## src/design/sbp_pkg.sv

```systemverilog
`timescale 1ns / 1ps
// ---------------------------------------------------------------------------
// sbp_pkg: shared types, constants and functions for the screen blend pixel
// Channel format, stage count, register indexes and the unit-scale divide.
// ---------------------------------------------------------------------------
package sbp_pkg;

  // Channel code width; the all-ones code means 1.0
  localparam int CH_BITS  = 16;
  localparam int PROD_BITS = 2 * CH_BITS;

  localparam logic [CH_BITS-1:0]   CH_ONE  = {CH_BITS{1'b1}};
  localparam logic [PROD_BITS-1:0] CH_HALF = PROD_BITS'(CH_ONE >> 1);

  // Pipeline stages ahead of the output register
  localparam int NUM_STAGES = 6;

  // Configuration register indexes
  localparam int CFG_IDX_BITS = 1;
  localparam logic [CFG_IDX_BITS-1:0] REG_OPACITY     = 1'd0;
  localparam logic [CFG_IDX_BITS-1:0] REG_MASK_ENABLE = 1'd1;

  typedef logic [CH_BITS-1:0]    chan_t;
  typedef logic [PROD_BITS-1:0]  prod_t;
  typedef logic [NUM_STAGES-1:0] stage_en_t;

  typedef struct packed {
    chan_t opacity;
    logic  mask_enable;
  } cfg_t;

  // floor(x / ONE) for x below ONE*ONE + ONE. With x = q0*2^N + lo the
  // remainder against q0 is lo + q0, which stays below 2*ONE, so a single
  // compare fixes the quotient.
  function automatic chan_t div_one(input prod_t x);
    chan_t              q0;
    logic [CH_BITS:0]   rem;
    q0  = x[PROD_BITS-1:CH_BITS];
    rem = {1'b0, x[CH_BITS-1:0]} + {1'b0, q0};
    if (rem >= {1'b0, CH_ONE}) begin
      div_one = q0 + chan_t'(1);
    end else begin
      div_one = q0;
    end
  endfunction

  // Round-to-nearest reduction of a product of two channel codes
  function automatic chan_t round_one(input prod_t p);
    round_one = div_one(p + CH_HALF);
  endfunction

endpackage

```

## src/design/sbp_lane.sv

```systemverilog
`timescale 1ns / 1ps
// ---------------------------------------------------------------------------
// sbp_lane: one color channel
// Screen of base and layer, then mix with the base by the effective alpha.
// ---------------------------------------------------------------------------
module sbp_lane (
  input  logic               clk,
  input  sbp_pkg::stage_en_t stage_en,
  input  sbp_pkg::chan_t     base,
  input  sbp_pkg::chan_t     layer,
  input  sbp_pkg::chan_t     alpha,
  output sbp_pkg::chan_t     mix
);
  import sbp_pkg::*;

  prod_t inv_prod1;
  chan_t base1;
  chan_t screen2;
  chan_t base2;
  chan_t screen3;
  chan_t base3;
  chan_t screen4;
  chan_t base4;
  prod_t screen_prod5;
  prod_t base_prod5;
  prod_t sum6;

  // stage 1: (1-base)(1-layer)
  always_ff @(posedge clk) begin
    if (stage_en[0]) begin
      inv_prod1 <= prod_t'(CH_ONE - base) * prod_t'(CH_ONE - layer);
      base1     <= base;
    end
  end

  // stage 2: screen value
  always_ff @(posedge clk) begin
    if (stage_en[1]) begin
      screen2 <= CH_ONE - round_one(inv_prod1);
      base2   <= base1;
    end
  end

  // stages 3 and 4: wait for the alpha path
  always_ff @(posedge clk) begin
    if (stage_en[2]) begin
      screen3 <= screen2;
      base3   <= base2;
    end
    if (stage_en[3]) begin
      screen4 <= screen3;
      base4   <= base3;
    end
  end

  // stage 5: weighted terms
  always_ff @(posedge clk) begin
    if (stage_en[4]) begin
      screen_prod5 <= prod_t'(screen4) * prod_t'(alpha);
      base_prod5   <= prod_t'(base4) * prod_t'(CH_ONE - alpha);
    end
  end

  // stage 6: sum with rounding offset; cannot exceed ONE*ONE + HALF
  always_ff @(posedge clk) begin
    if (stage_en[5]) begin
      sum6 <= screen_prod5 + base_prod5 + CH_HALF;
    end
  end

  // zero alpha gives base*ONE + HALF here, which divides back to the base
  assign mix = div_one(sum6);

endmodule
```

## config.mk

```make
export PLATFORM = sky130hd
export DESIGN_NAME = sbp_lane
export DESIGN_NICKNAME = d
export VERILOG_FILES = /design/src/design/sbp_pkg.sv /design/src/design/sbp_lane.sv
export SDC_FILE = /design/constraint.sdc
export NUM_CORES = 2
export LEC_CHECK = 0
export BUFFER_PORTS_ARGS = -buffer_cell sky130_fd_sc_hd__clkbuf_2
export CAP_MARGIN = 30
export CORE_MARGIN = 8
export CORE_UTILIZATION = 40
export DETAILED_ROUTE_END_ITERATION = 6
export SETUP_SLACK_MARGIN = 0.02
export SLEW_MARGIN = 40
export SYNTH_ARGS = -nofsm -noshare
export SYNTH_HDL_FRONTEND = slang
export SYNTH_SLANG_ARGS = --single-unit
```

## constraint.sdc

```tcl
create_clock -name clk -period 8.2 [get_ports clk]
set_clock_uncertainty 0.05 [all_clocks]
set_input_delay 1.23 -clock clk [delete_from_list [all_inputs] [get_ports clk]]
set_output_delay 1.23 -clock clk [all_outputs]
set_load 0.05 [all_outputs]
```

### After elaboration in Yosys (flattened, before gate mapping)

Index checks and enable logic that the tools add are counted.

* $add $sub $neg: 11
* multipliers: 3
* order comparisons: 2
* mux-type cells: 3

Operators by type and width (count)
* $add 32x15->32 const B: 2
* $mul 17x17->32: 2
* $sub 16x16->17 const A: 3
* $mux 16: 3
* $add 16x16->17: 2
* $ge 17x16->1 const B: 2
* $add 16x1->16 const B: 2
* $add 32x32->32: 1
* $mul 16x16->32: 1
* $sub 16x16->16 const A: 1

* flip-flop bits (word level): 240
* output and inout bits: 16
* logic and storage cells: 30

### Logic depth before layout (Yosys ltp)

* depth after elaboration: 6
* mapped depth: 25
* gate-level depth less buffers: 24

### Least setup slack after synthesis

Ideal clock, no wire load.

* path type: input to register
* start: in alpha[5]
* end: reg base_prod5[31], data pin
* arrival time: 6980 ps
* data required time: 7890 ps
* slack: 910 ps
* cell stages on the path: 23
* buffers on the path: 1
* cell sequence: clkbuf_1 > nor2b_1 > fa_1 > inv_1 > fa_1 > fa_1 > fa_1 > inv_1 > fa_1 > inv_1 > fa_1 > inv_1 > ha_1 > o21a_1 > o21a_1 > o211a_1 > a211oi_1 > o211ai_1 > o21a_1 > a311oi_1 > o21ai_0 > a21oi_1 > xnor2_1

* longest elaborated chain between the ends: 2

RTL lines
* from (decl): line sbp_lane.sv:11 `input sbp_pkg::chan_t alpha,`
* $sub 16x16->17: line sbp_lane.sv:60 `base_prod5 <= prod_t'(base4) * prod_t'(CH_ONE - alpha);`
* $mul 17x17->32: line sbp_lane.sv:60
* to (signal assigned): line sbp_lane.sv:60
* to (decl): line sbp_lane.sv:25 `prod_t base_prod5;`

No other way between the ends.
A chain may end at the register's enable or synchronous reset.

### Worst setup path after layout

* start: in alpha[4]
* end: reg base_prod5[31], data pin

Same word-level chain as after synthesis.

==> metrics.txt <==
Synth Instances=3,904; clock tree sinks=240; Slew headroom=43.73%; via count=25,946; Post-DP HPWL=71,660 um; max-cap viol count=0; Slew @ Worst Pin=0.8441 ns; syn avg cell area=between 9 and 10 um2; r2r worst-path depth=22; Initial Util=40.25%; area leader, netlist=fa_1; data arrival time of the critical path=7.59 ns; PostCTS Resize Cnt=0; worst hold stages=0; final setup TNS=0 ns; r2r startpoint=base4[7]$_DFFE_PP_; ys async rst share=0%; Yosys reg bits=240; Area growth syn-to-layout=7.325%; most frequent cell after synthesis=inv_1; Setup crit start=alpha[4]; Crit. End Element=flip-flop; boundary pin count=71; WL/cell=16.78 um; final core utilization=43.20%; total global routing overflow=0; DRC=0; CTS tree=done; Synth warnings=0; reg-to-reg critical path endpoint=base_prod5[31]$_DFFE_PP_; CORE AREA=about 0.095 mm2; Yosys top cell area share=30.82%; Post-synth top cells=inv_1, fa_1, ha_1, edfxtp_1, nand2_1; # Post-CTS Setup Buffers=0; mapped cell area=0.03813 mm2; clock buffer count from CTS=29; syn_nets=4,974; number of synthesized flops with an enable pin=240; share of layout cells above drive strength 1=8.374%; vias per cell=4.982; Netlist cell types=78; Seq/Total Area, Yosys=18.90%; Hold Crit Start=base3[2]$_DFFE_PP_; post-route ant nets=0; Max Buffers Root-to-Sink=3; CP Max Fanout=23; R2R Setup Slk=1.06 ns; status=complete, no violations; GRT Util Overall=~17%; critical path required time=8.47 ns; synth top area cells=fa_1, edfxtp_1, ha_1, inv_1, xnor2_1; Final min period=roughly 7.3 ns; Setup crit start kind=primary input; cts-stage hold buffer count=0; CTS root buffer=clkbuf_16; GPL Wtd Cong=0.8618; Post-synth top flop=edfxtp_1; CTS H-tree depth=1; Port Buf Inserts=70; kind of critical path=primary input to flip-flop; worst hold endpoint=base4[2]$_DFFE_PP_; DRT iter0 DRCs=1,462; largest net degree at the start of global routing=between 60 and 70; FP Rows=about 110; initial antenna violation count=4; first-pass GRT wire length=144,300 um; final period utilization=89.33%; final hold violation count=0; router iterations before antenna repair=7; vias in the first global route=27,525; Slew Limit Fails=0; HP Class=flip-flop to flip-flop; area of the die=0.1055 mm2; RSZ-0062 raised after global routing=false; WHS=0.3561 ns; die span in x=between 300 and 400 um; Clock transition at path regs=roughly 0.070 ns; Final setup viols=0; final wirelength=between 80,000 and 90,000 um; Die Span Y=between 300 and 400 um; insertion delay to the later sink of the worst-skew pair=0.59 ns; highest clock rate=0.1365 GHz; # fillers=9,211; Nets=4,988
-- stage by stage --
step / instances / area (um2) / setup slack, ns
floorplan: 3904 / 38130 / 0.9098
global placement: 5152 / 39880 / 0.4441
detailed placement: 5152 / 39880 / 0.3187
CTS: 5206 / 40900 / 0.9042
global route: 5207 / 40920 / 0.5294
finish: 5208 / 40920 / 0.8750
-- logic make-up after synthesis --
family | share of synthesized area (%)
DFF | 18.90
xor gates and xnor gates | 4.250
adders and majority gates | 44.87
muxes | 0.1149
and+or+nand+nor | 15.72
buffers and inverters | 9.655
AOI/OAI and AO/OA | 6.491
-- state kept, by name, indices dropped and copies added, names as in the netlist --
| name | flops |
|---|---|
| base4 | 16 |
| screen_prod5 | 32 |
| screen4 | 16 |
| base3 | 16 |
| base2 | 16 |
| screen3 | 16 |
| base_prod5 | 32 |
| sum6 | 32 |
| screen2 | 16 |
| base1 | 16 |
| inv_prod1 | 32 |
-- area by class of cell --
cell class	instances	area (um2)	share of cell area [%]
multi-input combinational	2688	27250	66.59
sequential	240	7207	17.61
inverter	848	3183	7.779
tap	1265	1583	3.868
clock buffer	32	737.0	1.801
timing repair buffer	111	674.4	1.648
clock inverter	22	281.5	0.6880
antenna	2	5.005	0.01223
-- worst max-delay path: stages --
cell and delay [ns]:
clkbuf_2 0.32, nand2b_1 0.29, fa_1 0.51, fa_1 0.47
fa_1 0.54, inv_1 0.05, fa_1 0.49, fa_1 0.49
inv_1 0.05, fa_1 0.47, inv_1 0.04, ha_1 0.23
or4_1 0.54, o211a_1 0.17, a211oi_1 0.30, buf_4 0.19
o211ai_1 0.10, o21a_1 0.14, a311oi_1 0.52, o21ai_0 0.17
a21oi_1 0.19, xnor2_1 0.08
-- worst max-delay path by stage --
stage	endpoint	slack, ns	cells past startpoint
after floorplan	base_prod5[31]$_DFFE_PP_	0.91	23
after global placement	screen_prod5[28]$_DFFE_PP_	0.44	23
after detailed placement	base_prod5[31]$_DFFE_PP_	0.32	23
after CTS	base_prod5[31]$_DFFE_PP_	0.90	23
after global routing	base_prod5[31]$_DFFE_PP_	0.53	23
final	base_prod5[31]$_DFFE_PP_	0.87	22
-- layout by cell type, fill, tap and decap left out, types with 28 or more instances in the layout --
cell type / instances
inv_1: 848
fa_1: 587
ha_1: 428
edfxtp_1: 240
nand2_1: 207
nor2_1: 202
nand2b_1: 152
or2_2: 143
xnor2_1: 138
nor2b_1: 132
and2_1: 126
a21oi_1: 105
clkbuf_2: 66
o21ai_0: 53
a21o_1: 48
xor2_1: 47
buf_4: 39
nand3_1: 35
nor3_1: 29
clkbuf_16: 29
o21a_1: 28
-- metal layers --
layer / wire [um] / GRT usage [%] / up-vias
li1: - / - / 12240
met3: 3301 / 1.896 / 156
met4: 3327 / 5.470 / 0
met1: 37780 / 21.60 / 13052
met5: 0 / 0 / -
met2: 42980 / 28.79 / 498
Power is left out: the tool's default activity adds up to more than one toggle a clock period on the data nets, which glitch-free logic cannot reach.
