File: config.mk
export PLATFORM = sky130hd
export DESIGN_NAME = sbp_alpha
export DESIGN_NICKNAME = d
export VERILOG_FILES = /design/src/design/sbp_pkg.sv /design/src/design/sbp_alpha.sv
export SDC_FILE = /design/constraint.sdc
export NUM_CORES = 1
export LEC_CHECK = 0
export ABC_AREA = 1
export ABC_CLOCK_PERIOD_IN_PS = 12250
export BUFFER_PORTS_ARGS = -buffer_cell sky130_fd_sc_hd__buf_4
export CORE_AREA = 3 3 170 295
export CTS_BUF_LIST = sky130_fd_sc_hd__clkbuf_8 sky130_fd_sc_hd__clkbuf_16
export DETAILED_ROUTE_END_ITERATION = 16
export DIE_AREA = 0 0 173 298
export PLACE_DENSITY = 0.71
export SYNTH_ARGS = -nofsm -noshare
export SYNTH_HDL_FRONTEND = slang
export SYNTH_SLANG_ARGS = --single-unit
File: constraint.sdc
create_clock -name clk -period 12.25 [get_ports clk]
set_input_delay 1.225 -clock clk [delete_from_list [all_inputs] [get_ports clk]]
set_output_delay 1.225 -clock clk [all_outputs]
set_load 0.005 [all_outputs]
File: src/design/sbp_pkg.sv
`timescale 1ns / 1ps
// ---------------------------------------------------------------------------
// sbp_pkg: shared types, constants and functions for the screen blend pixel
// Channel format, stage count, register indexes and the unit-scale divide.
// ---------------------------------------------------------------------------
package sbp_pkg;

  // Channel code width; the all-ones code means 1.0
  localparam int CH_BITS  = 16;
  localparam int PROD_BITS = 2 * CH_BITS;

  localparam logic [CH_BITS-1:0]   CH_ONE  = {CH_BITS{1'b1}};
  localparam logic [PROD_BITS-1:0] CH_HALF = PROD_BITS'(CH_ONE >> 1);

  // Pipeline stages ahead of the output register
  localparam int NUM_STAGES = 6;

  // Configuration register indexes
  localparam int CFG_IDX_BITS = 1;
  localparam logic [CFG_IDX_BITS-1:0] REG_OPACITY     = 1'd0;
  localparam logic [CFG_IDX_BITS-1:0] REG_MASK_ENABLE = 1'd1;

  typedef logic [CH_BITS-1:0]    chan_t;
  typedef logic [PROD_BITS-1:0]  prod_t;
  typedef logic [NUM_STAGES-1:0] stage_en_t;

  typedef struct packed {
    chan_t opacity;
    logic  mask_enable;
  } cfg_t;

  // floor(x / ONE) for x below ONE*ONE + ONE. With x = q0*2^N + lo the
  // remainder against q0 is lo + q0, which stays below 2*ONE, so a single
  // compare fixes the quotient.
  function automatic chan_t div_one(input prod_t x);
    chan_t              q0;
    logic [CH_BITS:0]   rem;
    q0  = x[PROD_BITS-1:CH_BITS];
    rem = {1'b0, x[CH_BITS-1:0]} + {1'b0, q0};
    if (rem >= {1'b0, CH_ONE}) begin
      div_one = q0 + chan_t'(1);
    end else begin
      div_one = q0;
    end
  endfunction

  // Round-to-nearest reduction of a product of two channel codes
  function automatic chan_t round_one(input prod_t p);
    round_one = div_one(p + CH_HALF);
  endfunction

endpackage

File: src/design/sbp_alpha.sv
`timescale 1ns / 1ps
// ---------------------------------------------------------------------------
// sbp_alpha: effective alpha path
// layer_alpha * opacity, optionally * mask, each product rounded; result is
// ready at the fourth stage register for the color lanes.
// ---------------------------------------------------------------------------
module sbp_alpha (
  input  logic               clk,
  input  sbp_pkg::stage_en_t stage_en,
  input  sbp_pkg::cfg_t      cfg,
  input  sbp_pkg::chan_t     layer_alpha,
  input  sbp_pkg::chan_t     mask_value,
  output sbp_pkg::chan_t     alpha
);
  import sbp_pkg::*;

  prod_t alpha_prod1;
  chan_t mask1;
  chan_t alpha2;
  chan_t mask2;
  prod_t mask_prod3;
  chan_t alpha3;
  chan_t alpha4;

  // stage 1: layer alpha times opacity
  always_ff @(posedge clk) begin
    if (stage_en[0]) begin
      alpha_prod1 <= prod_t'(layer_alpha) * prod_t'(cfg.opacity);
      mask1       <= mask_value;
    end
  end

  // stage 2: round the opacity product
  always_ff @(posedge clk) begin
    if (stage_en[1]) begin
      alpha2 <= round_one(alpha_prod1);
      mask2  <= mask1;
    end
  end

  // stage 3: mask product
  always_ff @(posedge clk) begin
    if (stage_en[2]) begin
      mask_prod3 <= prod_t'(alpha2) * prod_t'(mask2);
      alpha3     <= alpha2;
    end
  end

  // stage 4: pick masked or plain alpha
  always_ff @(posedge clk) begin
    if (stage_en[3]) begin
      if (cfg.mask_enable) begin
        alpha4 <= round_one(mask_prod3);
      end else begin
        alpha4 <= alpha3;
      end
    end
  end

  assign alpha = alpha4;

endmodule

; ---- Word level (Yosys, flattened, before mapping)
; Index checks and enable logic that the tools add are counted.
[totals]
regBits = 144
latch_bits = 0
mem_bits_rw = 0
mem_bits_ro = 0
in_bits = 56
wordCells = 20
memories = 0
[op_classes]
n_addsub = 6
mul = 2
div = 0
n_lt_le_gt_ge = 2
eq_ne = 0
n_shift = 0
mux = 3
bitwise_logic = 0
reduce_logical = 0
[op_table]
columns = cell, count
row1 = $add A32 B15 Y32 const B, 2
row2 = $mul A16 B16 Y32, 2
row3 = $mux W16, 3
row4 = $add A16 B16 Y17, 2
row5 = $ge A17 B16 Y1 const B, 2
row6 = $add A16 B1 Y16 const B, 2

; ---- Logic depth before layout (Yosys ltp)
; Gate-level depths: netlist of the first run.
[depth]
ltp_word = 5
mapped_depth = 30
depth_no_buf = 29

; ---- Least setup slack after synthesis of the first run
; No wires, ideal clock.
[synth_timing]
path_type = input port to flip-flop
start = in cfg[8] (netlist bit)
end = reg alpha_prod1[26] (data pin)
setup_time_ps = 262
arrival_ps = 6433
required_time_ps = 11988
slack_ps = 5555
stages = 23
cell_sequence = clkbuf_1 -> clkbuf_1 -> nand2_1 -> fa_1 -> inv_1 -> fa_1 -> inv_1 -> fa_1 -> inv_1 -> fa_1 -> fa_1 -> inv_1 -> fa_1 -> inv_1 -> ha_1 -> a21oi_1 -> o21ai_0 -> o21bai_1 -> a21oi_1 -> o21ai_1 -> a21oi_1 -> o21ai_1 -> xor2_1
[synth_between]
elab_chain_len = 1
[synth_rtl]
columns = element, line_no
row1 = start: declaration, sbp_alpha.sv:10  ; input sbp_pkg::cfg_t cfg,
row2 = $mul A16 B16 Y32, sbp_alpha.sv:28  ; alpha_prod1 <= prod_t'(layer_alpha) * prod_t'(cfg.opacity);
row3 = end signal: assignment, sbp_alpha.sv:28
row4 = end: declaration, sbp_alpha.sv:17  ; prod_t alpha_prod1;
; No other way between the ends.
; A chain may end at the register's enable or synchronous reset.

; ---- Final worst setup path of the first run
[layout_timing]
start = reg alpha2[7]
end = reg mask_prod3[29] (data pin)
[layout_between]
elab_chain_len = 1
[layout_rtl]
columns = element, line_no
row1 = start: declaration, sbp_alpha.sv:19  ; chan_t alpha2;
row2 = start signal: assignment, sbp_alpha.sv:36  ; alpha2 <= round_one(alpha_prod1);
row3 = $mul A16 B16 Y32, sbp_alpha.sv:44  ; mask_prod3 <= prod_t'(alpha2) * prod_t'(mask2);
row4 = end signal: assignment, sbp_alpha.sv:44
row5 = end: declaration, sbp_alpha.sv:21  ; prod_t mask_prod3;
; No other way between the ends.

==> results of run 1 <==
-- final timing paths --
| path | start | cells after the start | slack, ns | end |
|---|---|---|---|---|
| worst max-delay path | alpha2[7] | 22 | 4.94 | mask_prod3[29] |
| worst min-delay path | mask1[12] | 0 | 0.41 | mask2[12] |
| worst max register to register | alpha2[7] | 22 | 4.94 | mask_prod3[29] |
| worst min register to register | mask1[12] | 0 | 0.41 | mask2[12] |
-- sequential cells by signal (all words and copies together) (netlist names) --
signal / flops
alpha: 16
alpha2: 16
alpha3: 16
alpha_prod1: 32
mask1: 16
mask2: 16
mask_prod3: 32
-- worst max-delay path: cells and delay by family, from the launching register on --
kind                     cells  cell delay, ns
adder cells (fa/ha/maj)      7            3.44
AO/OA/AOI/OAI                8            2.04
flip-flops                   1            0.97
AND/OR/NAND/NOR              1            0.20
buffers and inverters        5            0.26
XOR/XNOR                     1            0.15
-- layout make-up --
cell class	instances	share of cell area (%)
timing repair buffer	73	2.02
clock inverter	15	0.622
sequential	144	15.9
clock buffer	17	1.57
multi-input combinational	2101	65.6
tap	648	2.99
inverter	815	11.3
-- cells by family (layout without fill, tap and decap cells) --
logic type      count (synthesis)  count (layout)
xor+xnor                      145             145
compound gates                182             182
fa+ha+maj                     632             632
simple gates                 1142            1142
buf+inv                       953             920
flops                         144             144
-- cell usage in the layout (no fill, tap or decap), types with 4 or more instances in the layout --
cell type | synthesis | final
nor2_1 | 110 | 110
o21ai_1 | 9 | 9
fa_1 | 389 | 389
a21o_1 | 4 | 4
nor4_1 | 8 | 8
xor2_1 | 97 | 97
xnor2_1 | 46 | 46
nand2_2 | 7 | 7
buf_4 | 1 | 73
or2_2 | 4 | 4
o21ai_0 | 51 | 51
a31oi_1 | 8 | 8
ha_1 | 243 | 243
nor3_1 | 17 | 17
clkbuf_16 | 0 | 17
nand2_1 | 836 | 836
nand4_1 | 25 | 25
nand3_1 | 100 | 100
inv_1 | 810 | 813
nand3b_1 | 5 | 5
a21oi_1 | 86 | 86
edfxtp_1 | 144 | 144
nor2_2 | 16 | 16
-- metrics by stage --
stage                     utilization, %  setup WS (ns)
final                               56.6           4.94
after global routing                56.6           4.59
after CTS                           56.6           5.00
after detailed placement            55.3           5.02
after global placement              55.3           5.14
after floorplan                        -           5.55
-- metal layers --
layer | vias to the layer above | share of wire (%) | track usage [%]
li1 | 9393 | - | -
met1 | 9976 | 30 | 21.7
met2 | 586 | 59 | 53.7
met3 | 310 | 3.1 | 2.70
met4 | 0 | 8.1 | 19.1
met5 | - | 0 | 0
==> impl_metrics.yaml, run 1 <==
synth:
  synthTopCellsByCount: "836 x nand2_1, 810 x inv_1, 389 x fa_1, 243 x ha_1, 144 x edfxtp_1"
  synth-xor-area-share_pct: 4.99
  synth_largest_area_cell: "fa_1"
  yosys_warnings: 0
  syn-cell-area_um2: 25700
  yosysUniqueCellTypes: 51
  syn_nets: 3886
  ys_top_cells_by_area: "fa_1 30%, edfxtp_1 17%, nand2_1 12%, ha_1 12%, inv_1 12%"
  yosys_register_bits: 144
  synth_most_common_cell: "nand2_1"
  synth_top_family_by_area: "adder cells"
  ys_seq_area_share_pct: 16.8
  muxShareOfSynthArea_pct: 0
  synth_simple_gate_area_share_pct: 18.2
  synthArstFlopShare_pct: 0
  synth_compound_area_share_pct: 3.94
  ys.flop_type: "edfxtp_1"
  syn_avg_cell_area_um2: 8.05
  synth_edf_count: 144
  synth_top_area_share_pct: 30.3
  synthCells: 3198
  synth_fa_ha_area_share_pct: 42.1
sta:
  tns_ns: 0
  slew_viol_final: 0
  rsz0062_at_grt: "no"
  fin_crit_ns: 7.31
  max-slew-margin-rel_pct: 30.7
  timing.final.crit_share_pct: 59.7
  hold_violations: 0
  setup_viol: 0
  fmaxAchievable_ghz: 0.137
  timing.hold.ws_ns: 0.414
  worstMarginPinSlew_ns: 1.04
  fin_skew_ns: 0.0105
clock_network:
  post_cts_resized: 0
  cts_root_buf: "clkbuf_16"
  cts.clk_slew.worst_paths_ns: 0.06
  clkSinkCount: 144
  holdBufCountCts: 0
  cts_inserted_buffers: 17
  clock_latency_ns: 0.45
  cts_tree: "yes"
  cts_max_level: 4
  postCtsSetupBuffers: 0
  clock_path_buffers: 2
cells_and_area:
  syn2layout_area_growth_pct: 5.51
  final-seq-area_um2: 4320
  design_area_um2: 27200
  nets: 3840
  drive_above_1_share_pct: 4.61
  diodes: 0
  multi_input_area_um2: 17800
  layoutNonFillerInstCount: 3813
  num-fill-cells: 4466
floorplanning:
  dieArea_um2: 51600
  core_um2: 48000
  top_level_ports: 72
  chipHeight_um: 298
  die_w_um: 173
  rows: 106
  initial_utilization_pct: 53.6
global_routing:
  overflow: 0
  grt_pass1_vias: 22600
  grt_use_total_pct: 25.9
  grt_start_max_net_pins: 49
  antenna_found_initial: 0
  grt_first_pass_wirelength_mm: 107
critical_path:
  crit_chain: "nand2_1, fa_1, inv_1, fa_1, inv_1, fa_1, inv_1, fa_1, fa_1, inv_1, fa_1, inv_1, ha_1, a21oi_1, o21ai_0, a21oi_1, o21ai_1, a21boi_0, o21ai_1, a21boi_0, o21ai_1, xor2_1"
  cp_slowest_cell: "edfxtp_1"
  cp-end-kind: "flop"
  start_kind: "flop"
  slowest_delay_ns: 0.97
  cp.required_ns: 12.45
  cp_max_fo: 17
  worst_ep_arrival_time_ns: 7.51
  path_common_cell: "fa_1"
  crit_type: "reg2reg"
placed_design:
  dp_hpwl_mm: 54.3
  dpl.cell_count: 3781
  placed_area_um2: 26600
  portBuffers: 69
  gp_congestion: 0.935
route:
  first_iter_violations: 959
  wl_per_cell_um: 17.0
  antenna_left: 0
  drc: 0
  vias_per_cell: 5.31
  firstDrtPassIters: 5
  postRouteWirelength_mm: 64.8
  num_vias: 20300
worst_hold_path:
  hp-class: "reg2reg"
job:
  max_cap_violations: 0
status:
  status: "finished, final reports clean"
Power of run 1 is not shown: default switching activity piles up to over one toggle a cycle in this logic, so the estimate is an artifact.
==> run 2, diff against run 1 <==
--- a/config.mk
+++ b/config.mk
@@ -5,13 +5,13 @@
 export SDC_FILE = /design/constraint.sdc
 export NUM_CORES = 1
 export LEC_CHECK = 0
-export ABC_AREA = 1
-export ABC_CLOCK_PERIOD_IN_PS = 12250
+export ABC_AREA = 0
+export ABC_CLOCK_PERIOD_IN_PS = 6900
 export BUFFER_PORTS_ARGS = -buffer_cell sky130_fd_sc_hd__buf_4
-export CORE_AREA = 3 3 170 295
+export CORE_AREA = 3 3 166 289
 export CTS_BUF_LIST = sky130_fd_sc_hd__clkbuf_8 sky130_fd_sc_hd__clkbuf_16
 export DETAILED_ROUTE_END_ITERATION = 16
-export DIE_AREA = 0 0 173 298
+export DIE_AREA = 0 0 169 292
 export PLACE_DENSITY = 0.71
 export SYNTH_ARGS = -nofsm -noshare
 export SYNTH_HDL_FRONTEND = slang
==> constraint.sdc (replaced) <==
create_clock -name clk -period 6.9 [get_ports clk]
set_input_delay 0.69 -clock clk [delete_from_list [all_inputs] [get_ports clk]]
set_output_delay 0.69 -clock clk [all_outputs]
set_load 0.005 [all_outputs]
==> impl_metrics.yaml, run 2 <==
cells_and_area:
  design_area_um2: 27400
  nets: 3440
  multi_input_area_um2: 18300
  diodes: 0
  syn2layout_area_growth_pct: 11.1
  final_util_pct: 59.8
  drive_above_1_share_pct: 10.4
  final_common_cell: "inv_1"
  num-fill-cells: 3877
  final-seq-area_um2: 4320
  final_cell_mix: "501 x inv_1, 389 x fa_1, 350 x nand2_1"
  layoutNonFillerInstCount: 3346
  top_regs: "alpha_prod1 x32, mask_prod3 x32"
global_routing:
  overflow: 0
  grt_use_total_pct: 25.6
  grt_pass1_vias: 21000
  grt_start_max_net_pins: 49
  antenna_found_initial: 0
  grt_first_pass_wirelength_mm: 99.8
critical_path:
  crit_type: "in2reg"
  start_kind: "primary input"
  rrSetupSlack_ns: 0.31
  cp_max_fo: 8
  cp_slowest_cell: "fa_1"
  path_common_cell: "fa_1"
  worst_ep_arrival_time_ns: 6.93
  r2r-start: "alpha2[7]"
  regToRegEndpoint: "mask_prod3[31]"
  crit_family: "adder cells"
  cp-end-kind: "flop"
  worst-path-buf-inv: 8
  reg2reg_depth: 25
  cp.required_ns: 7.10
  slowest_delay_ns: 0.54
clock_network:
  cts_tree: "yes"
  clock_latency_ns: 0.46
  cts_root_buf: "clkbuf_16"
  clkSinkCount: 144
  cts_inserted_buffers: 17
  cts.clk_slew.worst_paths_ns: 0.07
  cts_max_level: 4
  holdBufCountCts: 0
  clock_path_buffers: 2
worst_hold_path:
  holdPathEnd: "mask1[10]"
  min_path_cells: 1
  min-delay-start: "mask_value[10]"
  hp-class: "in2reg"
synth:
  synth_largest_area_cell: "fa_1"
  yosys_register_bits: 144
  syn_nets: 3283
  synthCells: 2595
  ys.flop_type: "edfxtp_1"
  synthArstFlopShare_pct: 0
  ys_seq_area_share_pct: 17.5
  yosysUniqueCellTypes: 84
  yosys_warnings: 0
  synth_most_common_cell: "inv_1"
  syn_avg_cell_area_um2: 9.52
  synth_edf_count: 144
  synthTopCellsByCount: "501 x inv_1, 389 x fa_1, 350 x nand2_1, 243 x ha_1, 241 x and2_1"
  synth_top_area_share_pct: 31.5
  syn-cell-area_um2: 24700
  ys_top_cells_by_area: "fa_1 32%, edfxtp_1 17%, ha_1 12%, inv_1 7.6%, and2_1 6.1%"
floorplanning:
  top_level_ports: 72
  core_um2: 45900
  dieArea_um2: 49300
  die_w_um: 169
  rows: 104
  initial_utilization_pct: 53.8
  chipHeight_um: 292
placed_design:
  portBuffers: 69
  placed_area_um2: 26600
  gp_congestion: 0.907
  dp_hpwl_mm: 53.4
  dpl.cell_count: 3287
route:
  drc: 0
  firstDrtPassIters: 5
  num_vias: 18600
  postRouteWirelength_mm: 61.5
  antenna_left: 0
  vias_per_cell: 5.56
  first_iter_violations: 858
  wl_per_cell_um: 18.4
sta:
  hold_violations: 0
  fin_crit_ns: 6.73
  max-slew-margin-rel_pct: 43.8
  setup_viol: 0
  timing.final.crit_share_pct: 97.5
  timing.hold.ws_ns: 0.404
  worstMarginPinSlew_ns: 0.835
  slew_viol_final: 0
  fmaxAchievable_ghz: 0.149
  fin_skew_ns: 0.00976
job:
  max_cap_violations: 0
status:
  status: "finished, final reports clean"
## run 2: cell count changes in the layout (fill, tap and decap cells not counted), sizes merged, moves of 23 or more
cell and delta:
a21o +23, and2 +241, xor2 -44, nand2 -495
nor2 -55, xnor2 +50, nand3 -71, inv -316
buf +138
## run 2: worst register-to-register path, cell delays in order, from the launching register on
cell and delay, ns:
edfxtp_1 0.52, and2_1 0.24, fa_1 0.53, inv_1 0.05, fa_1 0.47, fa_1 0.50, fa_1 0.55, inv_1 0.05
fa_1 0.47, inv_1 0.05, fa_1 0.47, inv_1 0.04, ha_1 0.35, nand2_1 0.07, nor2_1 0.14, a221oi_2 0.09
buf_4 0.17, o31ai_1 0.33, buf_4 0.19, a31oi_2 0.11, a21oi_1 0.25, a21oi_2 0.11, o21ai_0 0.25, a21o_1 0.16
a21oi_1 0.07, xnor2_1 0.12
## run 2: repair_timing
item,4_1_cts,5_1_grt
pin swaps,1,2
gates resized for setup,1,9
setup buffers,2,27
cloned,0,0
endpoints found under the setup margin,2,5
## run 2: final cells by class
class,count,share of cell area [%]
Clock buffer,17,1.55
Timing Repair Buffer,212,6.24
Inverter,502,6.86
Clock inverter,13,0.424
Sequential cell,144,15.8
Tap cell,583,2.66
Multi-Input combinational cell,1875,66.5
## run 2: per-layer routing
metal	global-route usage, %	up-vias	share of wire, %
met3	2.38	251	2.6
met4	17.8	0	7.9
met1	22.3	9300	30
li1	-	8520	-
met5	0	-	0
met2	52.3	533	59
## run 2: worst max path at each step
stage / start / endpoint / slack (ns) / cells past startpoint
after global placement: cfg[5] / alpha_prod1[31] / -0.46 / 26
after detailed placement: cfg[5] / alpha_prod1[31] / -0.51 / 25
final: cfg[5] / alpha_prod1[31] / 0.17 / 26
after global routing: cfg[5] / alpha_prod1[31] / -0.006 / 26
after CTS: cfg[5] / alpha_prod1[31] / 0.02 / 26
after floorplan: cfg[5] / alpha_prod1[31] / 0.0004 / 24
## run 2: metrics by stage
step | setup TNS, ns | setup slack (ns)
floorplan | 0 | 0.000441
global placement | -0.622 | -0.464
detailed placement | -0.644 | -0.510
CTS | 0 | 0.0176
global route | -0.00629 | -0.00629
finish | 0 | 0.170
## run 2: cells by family after synthesis
kind of cell	after synthesis	share of synthesized area (%)
AO/OA/AOI/OAI	256	7.02
XOR/XNOR	151	5.49
adder cells (fa/ha/maj)	632	43.8
buffers and inverters	576	8.85
flip-flops	144	17.5
multiplexers	10	0.461
AND/OR/NAND/NOR	826	16.9
Power of run 2 is left out for the same reason.
